### config.mk
export PLATFORM = sky130hd
export DESIGN_NAME = top_k_newest_below_limit
export DESIGN_NICKNAME = d
export VERILOG_FILES = /design/src/rtl/tknbl_pkg.sv /design/src/rtl/tknbl_datapath.sv /design/src/rtl/tknbl_ctrl.sv /design/src/rtl/top_k_newest_below_limit.sv
export SDC_FILE = /design/constraint.sdc
export NUM_CORES = 2
export LEC_CHECK = 0
export BUFFER_PORTS_ARGS = -buffer_cell sky130_fd_sc_hd__buf_2
export CAP_MARGIN = 20
export CORE_UTILIZATION = 58
export CTS_CLUSTER_SIZE = 40
export DETAILED_ROUTE_END_ITERATION = 12
export PLACE_DENSITY = 0.85
export SLEW_MARGIN = 25
export SYNTH_ARGS = -nofsm -noshare
export SYNTH_HDL_FRONTEND = slang
export SYNTH_SLANG_ARGS = --single-unit
### constraint.sdc
create_clock -name clk -period 7.5 [get_ports clk]
set_clock_uncertainty 0.2 [all_clocks]
set_input_delay 0.75 -clock clk [delete_from_list [all_inputs] [get_ports clk]]
set_output_delay 0.75 -clock clk [all_outputs]
set_load 0.01 [all_outputs]
### src/rtl/tknbl_pkg.sv
package tknbl_pkg;

    localparam int TIME_W = 32;
    localparam int ID_W = 16;
    localparam int SLOT_INDEX_W = 6;
    localparam int FUNC_W = 2;
    localparam int APB_ADDR_W = 3;
    localparam int APB_DATA_W = 32;

    // register map
    localparam logic [APB_ADDR_W-1:0] ADDR_TIME_LIMIT = 3'd0;
    localparam logic [TIME_W-1:0] TIME_LIMIT_RESET = 32'hFFFF_FFFF;

    // item function codes
    typedef enum logic [FUNC_W-1:0] {
        FUNC_OFFER = 2'd0,
        FUNC_READ  = 2'd1,
        FUNC_CLEAR = 2'd2
    } func_t;

    // controller to datapath commands
    typedef struct packed {
        logic offer;
        logic clear;
        logic rotate;
    } list_cmd_t;

endpackage

### src/rtl/tknbl_datapath.sv
module tknbl_datapath
    import tknbl_pkg::*;
#(
    parameter int LIST_DEPTH = 10
)
(
    input  logic              clk,
    input  logic              rst_n,
    input  list_cmd_t         cmd,
    input  logic [TIME_W-1:0] item_time,
    input  logic [ID_W-1:0]   item_id,
    input  logic [TIME_W-1:0] time_limit,
    output logic [TIME_W-1:0] head_time,
    output logic [ID_W-1:0]   head_id,
    output logic              head_valid
);

    logic [TIME_W-1:0] time_reg [LIST_DEPTH];
    logic [ID_W-1:0]   id_reg   [LIST_DEPTH];
    logic [LIST_DEPTH-1:0] full_reg;

    logic [TIME_W-1:0] time_next [LIST_DEPTH];
    logic [ID_W-1:0]   id_next   [LIST_DEPTH];
    logic [LIST_DEPTH-1:0] full_next;

    logic              below_limit;
    logic [LIST_DEPTH-1:0] take;
    logic [LIST_DEPTH-1:0] insert_here;

    // each cell decides whether the offered item belongs at or above it
    assign below_limit = item_time < time_limit;

    always_comb
    begin
        for (int i = 0; i < LIST_DEPTH; i++)
        begin
            take[i] = below_limit && (!full_reg[i] || (item_time >= time_reg[i]));
        end
        insert_here[0] = take[0];
        for (int i = 1; i < LIST_DEPTH; i++)
        begin
            insert_here[i] = take[i] && !take[i-1];
        end
    end

    // cell update: insert, shift down, rotate towards the head, or clear
    always_comb
    begin
        for (int i = 0; i < LIST_DEPTH; i++)
        begin
            time_next[i] = time_reg[i];
            id_next[i]   = id_reg[i];
            full_next[i] = full_reg[i];
            if (cmd.clear)
            begin
                full_next[i] = 1'b0;
            end
            else if (cmd.rotate)
            begin
                time_next[i] = time_reg[(i + 1) % LIST_DEPTH];
                id_next[i]   = id_reg[(i + 1) % LIST_DEPTH];
                full_next[i] = full_reg[(i + 1) % LIST_DEPTH];
            end
            else if (cmd.offer)
            begin
                if (insert_here[i])
                begin
                    time_next[i] = item_time;
                    id_next[i]   = item_id;
                    full_next[i] = 1'b1;
                end
                else if (take[i])
                begin
                    time_next[i] = time_reg[(i + LIST_DEPTH - 1) % LIST_DEPTH];
                    id_next[i]   = id_reg[(i + LIST_DEPTH - 1) % LIST_DEPTH];
                    full_next[i] = full_reg[(i + LIST_DEPTH - 1) % LIST_DEPTH];
                end
            end
        end
    end

    // slot payload
    always_ff @(posedge clk)
    begin
        for (int i = 0; i < LIST_DEPTH; i++)
        begin
            time_reg[i] <= time_next[i];
            id_reg[i]   <= id_next[i];
        end
    end

    // valid bits
    always_ff @(posedge clk or negedge rst_n)
    begin
        if (!rst_n)
        begin
            full_reg <= '0;
        end
        else
        begin
            full_reg <= full_next;
        end
    end

    // head slot, empty slots read as zero
    assign head_valid = full_reg[0];
    assign head_time  = full_reg[0] ? time_reg[0] : '0;
    assign head_id    = full_reg[0] ? id_reg[0] : '0;

endmodule

### src/rtl/tknbl_ctrl.sv
module tknbl_ctrl
    import tknbl_pkg::*;
#(
    parameter int LIST_DEPTH = 10
)
(
    input  logic                    clk,
    input  logic                    rst_n,
    input  logic                    start,
    input  logic [FUNC_W-1:0]       func,
    output logic                    busy,
    output list_cmd_t               cmd,
    output logic                    result_valid,
    output logic                    last,
    output logic [SLOT_INDEX_W-1:0] slot_index
);

    localparam int CNT_W = (LIST_DEPTH > 1) ? $clog2(LIST_DEPTH) : 1;
    localparam logic [CNT_W-1:0] CNT_LAST = CNT_W'(LIST_DEPTH - 1);

    typedef enum logic {
        ST_IDLE,
        ST_READ
    } state_t;

    state_t           state_reg;
    logic [CNT_W-1:0] cnt_reg;
    logic             accept;
    logic             at_last;

    assign accept  = start && (state_reg == ST_IDLE);
    assign at_last = (cnt_reg == CNT_LAST);

    // commands to the cell chain
    always_comb
    begin
        cmd = '0;
        if (accept)
        begin
            case (func)
                FUNC_OFFER: cmd.offer = 1'b1;
                FUNC_CLEAR: cmd.clear = 1'b1;
                default:    cmd = '0;
            endcase
        end
        cmd.rotate = (state_reg == ST_READ);
    end

    // state and slot counter
    always_ff @(posedge clk or negedge rst_n)
    begin
        if (!rst_n)
        begin
            state_reg <= ST_IDLE;
            cnt_reg   <= '0;
        end
        else
        begin
            case (state_reg)
                ST_IDLE:
                begin
                    cnt_reg <= '0;
                    if (accept && (func == FUNC_READ))
                    begin
                        state_reg <= ST_READ;
                    end
                end
                ST_READ:
                begin
                    cnt_reg <= cnt_reg + 1'b1;
                    if (at_last)
                    begin
                        state_reg <= ST_IDLE;
                        cnt_reg   <= '0;
                    end
                end
                default:
                begin
                    state_reg <= ST_IDLE;
                    cnt_reg   <= '0;
                end
            endcase
        end
    end

    assign busy         = (state_reg == ST_READ);
    assign result_valid = (state_reg == ST_READ);
    assign last         = result_valid && at_last;
    assign slot_index   = SLOT_INDEX_W'(cnt_reg);

`ifndef NO_ASSERTIONS
    // a readout starts at the head slot
    a_read_starts_at_head: assert property (@(posedge clk) disable iff (!rst_n)
        $rose(result_valid) |-> (slot_index == '0))
        else $error("readout did not start at slot zero");

    // results stream without gaps until the last slot
    a_read_no_gap: assert property (@(posedge clk) disable iff (!rst_n)
        (result_valid && !last) |=> (result_valid && (slot_index == $past(slot_index) + 1'b1)))
        else $error("readout stream broken");

    // after the last slot the block is free again
    a_free_after_last: assert property (@(posedge clk) disable iff (!rst_n)
        last |=> !busy)
        else $error("still busy after last slot");

    // only one command reaches the chain at a time
    a_cmd_onehot: assert property (@(posedge clk) disable iff (!rst_n)
        $onehot0({cmd.offer, cmd.clear, cmd.rotate}))
        else $error("conflicting list commands");
`endif

endmodule

### src/rtl/top_k_newest_below_limit.sv
// offer and clear items are applied when accepted; a new item may start on the next cycle
// a readout item gives LIST_DEPTH results on consecutive cycles, the first in the
// cycle after the item is accepted; busy is high while the slots stream out
// throughput is one offer per cycle while not busy, set by the parallel compare-and-shift cells
// the receiver cannot stall; results appear for exactly one cycle each
// reset (rst_n, asynchronous) empties the list and sets time_limit to all ones
module top_k_newest_below_limit
    import tknbl_pkg::*;
#(
    parameter int LIST_DEPTH = 10
)
(
    input  logic                    clk,
    input  logic                    rst_n,
    // apb configuration port
    input  logic                    psel,
    input  logic                    penable,
    input  logic                    pwrite,
    input  logic [APB_ADDR_W-1:0]   paddr,
    input  logic [APB_DATA_W-1:0]   pwdata,
    output logic [APB_DATA_W-1:0]   prdata,
    output logic                    pready,
    // item port
    input  logic                    start,
    output logic                    busy,
    input  logic [FUNC_W-1:0]       func,
    input  logic [TIME_W-1:0]       item_time,
    input  logic [ID_W-1:0]         item_id,
    // result port
    output logic                    result_valid,
    output logic [SLOT_INDEX_W-1:0] slot_index,
    output logic [TIME_W-1:0]       slot_time,
    output logic [ID_W-1:0]         slot_id,
    output logic                    slot_valid,
    output logic                    last
);

    logic [TIME_W-1:0] time_limit_reg;
    logic              limit_sel;
    list_cmd_t         cmd;

    // register decode, word aligned
    assign limit_sel = (paddr[APB_ADDR_W-1:2] == ADDR_TIME_LIMIT[APB_ADDR_W-1:2]);
    assign pready    = 1'b1;
    assign prdata    = limit_sel ? time_limit_reg : '0;

    // time limit register
    always_ff @(posedge clk or negedge rst_n)
    begin
        if (!rst_n)
        begin
            time_limit_reg <= TIME_LIMIT_RESET;
        end
        else if (psel && penable && pwrite && pready && limit_sel)
        begin
            time_limit_reg <= pwdata[TIME_W-1:0];
        end
    end

    tknbl_ctrl #(
        .LIST_DEPTH (LIST_DEPTH)
    ) u_ctrl (
        .clk          (clk),
        .rst_n        (rst_n),
        .start        (start),
        .func         (func),
        .busy         (busy),
        .cmd          (cmd),
        .result_valid (result_valid),
        .last         (last),
        .slot_index   (slot_index)
    );

    tknbl_datapath #(
        .LIST_DEPTH (LIST_DEPTH)
    ) u_datapath (
        .clk        (clk),
        .rst_n      (rst_n),
        .cmd        (cmd),
        .item_time  (item_time),
        .item_id    (item_id),
        .time_limit (time_limit_reg),
        .head_time  (slot_time),
        .head_id    (slot_id),
        .head_valid (slot_valid)
    );

endmodule
======== Word level (Yosys, flattened, before mapping) ========
Memories as Yosys holds them, arrays and structs flattened.
Index checks and enable logic that the tools add are counted.
word-level totals
  register bits ........................... 47
  bits in latches ......................... 0
  RAM bits ................................ 480
  bits in read-only memories .............. 0
  input port bits ......................... 91
  output and inout port bits .............. 91
  logic and storage cells ................. 266
  memories kept ........................... 2
operators by class
  $add $sub $neg .......................... 1
  multipliers ............................. 0
  div/mod/pow operators ................... 0
  $lt $le $gt $ge ......................... 11
  eq/ne operators ......................... 3
  shift-type cells ........................ 0
  multiplexer cells ....................... 158
  bitwise logic cells ..................... 2
  reductions and logical operators ........ 76
memory list
  name                 words  bits a word  rd ports  clocked after memory_dff  write ports  RTL line              text
  u_datapath.time_reg  10     32           10        0                         10           tknbl_datapath.sv:18  logic [TIME_W-1:0] time_reg [LIST_DEPTH];
  u_datapath.id_reg    10     16           10        0                         10           tknbl_datapath.sv:19  logic [ID_W-1:0] id_reg [LIST_DEPTH];
operators with widths
  kind                 number
  $mux 32              51
  $mux 16              50
  $ge 32x32->1         10
  $mux 1               53
  $reduce_bool 4->1    9
  $lt 32x32->1         1
  $logic_and 1x1->1    25
  $reduce_and 2->1     10
  $logic_not 1->1      19
  $logic_or 1x1->1     10
  $pmux 4 s2           1
  $reduce_bool 3->1    2
  $add 4x1->4 const B  1
  $eq 4x4->1 const B   1
  $mux 4               1
  $mux 3               1
  $eq 2x1->1 const B   1
  $eq 2x2->1 const B   1
  $logic_not 2->1      1
  $not 1->1            2
  $pmux 1 s2           1

======== Depth between registers and ports, before layout ========
An unclocked memory read counts as a cell.
  word-level depth ........................ 10
  depth in mapped cells ................... 13
  gate-level depth less buffers ........... 9

======== Modules after synthesis ========
A second synthesis with hierarchy kept.
second synthesis, totals
  cells, all modules ...................... 3,535
  area total of the unflattened synthesis .. 35,651.7 um^2
modules (own cells, without submodules)
  module                    times used  cells each  area an instance (um^2)  sequential area each (um^2)
  tknbl_datapath            1           3,403       33,771.1                 14,664.1
  top_k_newest_below_limit  1           105         1,594.0                  840.8
  tknbl_ctrl                1           27          286.5                    125.1

======== Least setup slack after synthesis ========
Ideal clock, no wire load.
  path kind ............................... input port to flip-flop
  start point ............................. in item_time[19]
  end point ............................... mem u_datapath.id_reg[5][0] (enable)
  library setup time ...................... 0.464 ns
  data arrival time ....................... 5.107 ns
  data required time ...................... 6.836 ns
  path slack .............................. 1.729 ns
  stages .................................. 11
  path buffers ............................ 3
  path through ............................ ha_1 -> a21oi_1 -> o21ai_0 -> a221o_1 -> a2111oi_2 -> o21a_1 -> buf_2 -> buf_2 -> buf_1 -> nand2_1 -> o21bai_1
RTL lines
  what             RTL line                        text
  start, declared  top_k_newest_below_limit.sv:27  input logic [TIME_W-1:0] item_time,
  end, declared    tknbl_datapath.sv:19

==> results.yml <==
run_status:
  outcome: "finished, final reports clean"
drt:
  vias_per_cell: 7.26
  wl_per_cell_um: 27.2
  drt_iter0_drc: 5859
  drtAntennaViolNets: 0
  drc: 0
  wirelength_um: 125000
  firstDrtPassIters: 7
  vias: 33334
timing:
  tns_ns: 0
  fmax_ghz: 0.183
  fin_hold_ws_ns: 0.0906
  fin_crit_ns: 5.48
  tightest_slew_ns: 1.14
  slew_headroom: 0.239
  fin_crit_sh: 0.730
  rsz0062_at_grt: "no"
  hold_viol_final: 0
  finalWorstSetupSlack_ns: 2.02
  drv_slew: 0
  setup_viol: 0
global_route:
  grt.met2_usage: 0.575
  grt_usage: 0.379
  busiest_layer: "met2"
  grt_pass1_vias: 31917
  use_met1: 0.490
  grt_max_degree: 223
  antenna_found_initial: 2
  use_met3: 0.0928
  grt_pass1_wl_um: 187000
  overflow: 0
setup_path:
  worstPathMaxFanout: 55
  required_ns: 7.71
  crit_type: "reg2reg"
  arrival_ns: 5.68
  worst_setup_path_end_kind: "register"
  start_kind: "register"
floorplanning:
  io_pins: 182
  floorplan.initialDensity: 0.586
  dieHeight_um: 255
  dieArea_um2: 64800
  die_x_um: 255
  core_area_um2: 63100
  num_rows: 92
cts:
  cts_buffers: 58
  cts_tree: "built"
  max-clock-path-buffers: 3
  post_cts_resized: 0
  worstSkewPairLatency_ns: 0.67
  postCtsHoldBufs: 0
  cts_num_sinks: 527
  clk_pin_slew_ns: 0.06
  root_buffer: "clkbuf_16"
  post_cts_buffers: 0
  htreeDepth: 2
synthesis:
  yosysWarnings: 0
  yosysSeqAreaShare: 0.423
  syn_inst: 3734
  syn_avg_cell_area_um2: 9.90
  synth_top_area_frac: 0.390
  yosysTopAreaCell: "edfxtp_1"
  syn-cell-area_um2: 37000
  synthFlopType: "edfxtp_1"
  synth_area_leaders: "edfxtp_1 39%, ha_1 12%, a221o_1 9.4%, inv_1 4.2%, clkbuf_1 2.6%"
  async_reset_ff_frac: 0.0892
  synth_edf_count: 480
  post_synth_num_cell_types: 74
  ys_ff_latch: 527
place:
  dp_slack_ns: 1.67
  io_buffers: 176
  routabilityCongestion: 0.995
  hpwlAfterDp_um: 77900
layout:
  seqCellArea_um2: 15600
  multi_input_area_um2: 18600
  diodes: 0
  utilization: 0.636
  area_growth_pct: 8.56
  largest_reg_flops: 320
  nNetsFinal: 4142
  fillers: 5005
  drive_gt1_frac: 0.112
power_and_ir_drop:
  p_total_uw: 19100
  powerDensity_nw_per_um2: 477
  power_leakage_uw: 0.0168
  ir_worst_vdd_mv: 0.351
worst_hold_path:
  holdCritPathClass: "in2async"
flow_run:
  cap_violations: 0
==> through the flow <==
stage               std cells  area, um2
floorplan                3735      37000
global placement         4484      38200
detailed placement       4484      38300
CTS                      4593      40100
global route             4593      40100
finish                   4593      40100
==> layer usage <==
| metal | up-vias | part of all wire |
|---|---|---|
| li1 | 14273 | - |
| met1 | 15650 | 0.35 |
| met2 | 2821 | 0.44 |
| met3 | 588 | 0.14 |
| met4 | 2 | 0.067 |
| met5 | - | 0.00010 |
==> worst max-delay path: stages, from the launching register on <==
cell       delay (ns)
dfstp_2          0.53
inv_1            0.06
ha_1             0.31
a21oi_1          0.14
o21ai_0          0.12
a221o_1          0.48
a2111oi_2        0.90
o21a_4           0.61
buf_4            0.74
buf_4            0.59
a311oi_1         0.20
a221o_1          0.31
==> cell type report <==
cell class,instances,area share
multi-input combinational,2464,0.463
tap,846,0.0264
clock inverter,37,0.00969
timing repair buffer,232,0.0355
sequential,527,0.389
clock buffer,72,0.0375
inverter,415,0.0388
==> synthesized netlist by cell type, types with 6 or more instances <==
cell type and number:
and2_1 52, nor4_1 153, a22oi_1 76, nand2b_1 69, ha_1 353, dfrtp_1 15, clkbuf_1 255, and4_1 14
nor3_1 134, nand3_1 11, o211ai_1 10, dfstp_2 32, o21ai_0 93, a21o_1 38, mux2_2 32, nand4_1 42
a311oi_1 84, buf_2 38, a21oi_1 127, a221o_1 346, a221oi_1 10, buf_1 25, edfxtp_1 480, a211oi_1 8
o31ai_1 50, o21a_1 13, buf_6 6, a41oi_1 62, nor2_1 228, nand2_1 193, a31oi_1 38, inv_1 415
nor2b_1 141, a2111o_1 6
==> final timing paths <==
check	startpoint	to	slack (ns)	cells past startpoint
max reg2reg	time_limit_reg[19]	u_datapath.time_reg[2][12]	2.02	11
min in group clk	pwdata[25]	time_limit_reg[25]	0.11	2
min	rst_n	u_ctrl.cnt_reg[0]	0.09	2
max	time_limit_reg[19]	u_datapath.time_reg[2][12]	2.02	11
max in group asynchronous	rst_n	u_ctrl.busy	6.42	2
min reg2reg	u_ctrl.cnt_reg[0]	u_ctrl.cnt_reg[0]	0.31	1
==> kinds of logic (layout without fill, tap and decap cells) <==
family	Yosys count	in the layout	share of synthesized area
AND/OR/NAND/NOR	1066	1066	0.149
AO/OA/AOI/OAI	1008	1008	0.220
buffers and inverters	744	756	0.0785
flip-flops	527	527	0.423
adder cells (fa/ha/maj)	353	353	0.119
multiplexers	32	32	0.00974
other	2	3	0.000203
XOR/XNOR	2	2	0.000474
==> cell usage in the layout (no fill, tap or decap), types with 32 or more instances in the layout <==
cell type	Yosys	routed
a21o_1	38	34
a21oi_1	127	126
a221o_1	346	346
a22oi_1	76	76
a311oi_1	84	84
a31oi_1	38	38
a41oi_1	62	62
and2_1	52	51
buf_2	38	176
buf_4	5	46
clkbuf_16	0	58
dfstp_2	32	32
edfxtp_1	480	480
ha_1	353	353
inv_1	415	415
mux2_2	32	32
nand2_1	193	191
nand2b_1	69	69
nand4_1	42	42
nor2_1	228	225
nor2b_1	141	141
nor3_1	134	134
nor4_1	153	153
o21ai_0	93	93
o31ai_1	50	50
==> power breakdown <==
group	total, uW	switching, uW	internal, uW
Clock	2970	1300	1670
Combinational	9420	5960	3460
Sequential	6750	1070	5680
(Power assumes the default switching activity.)
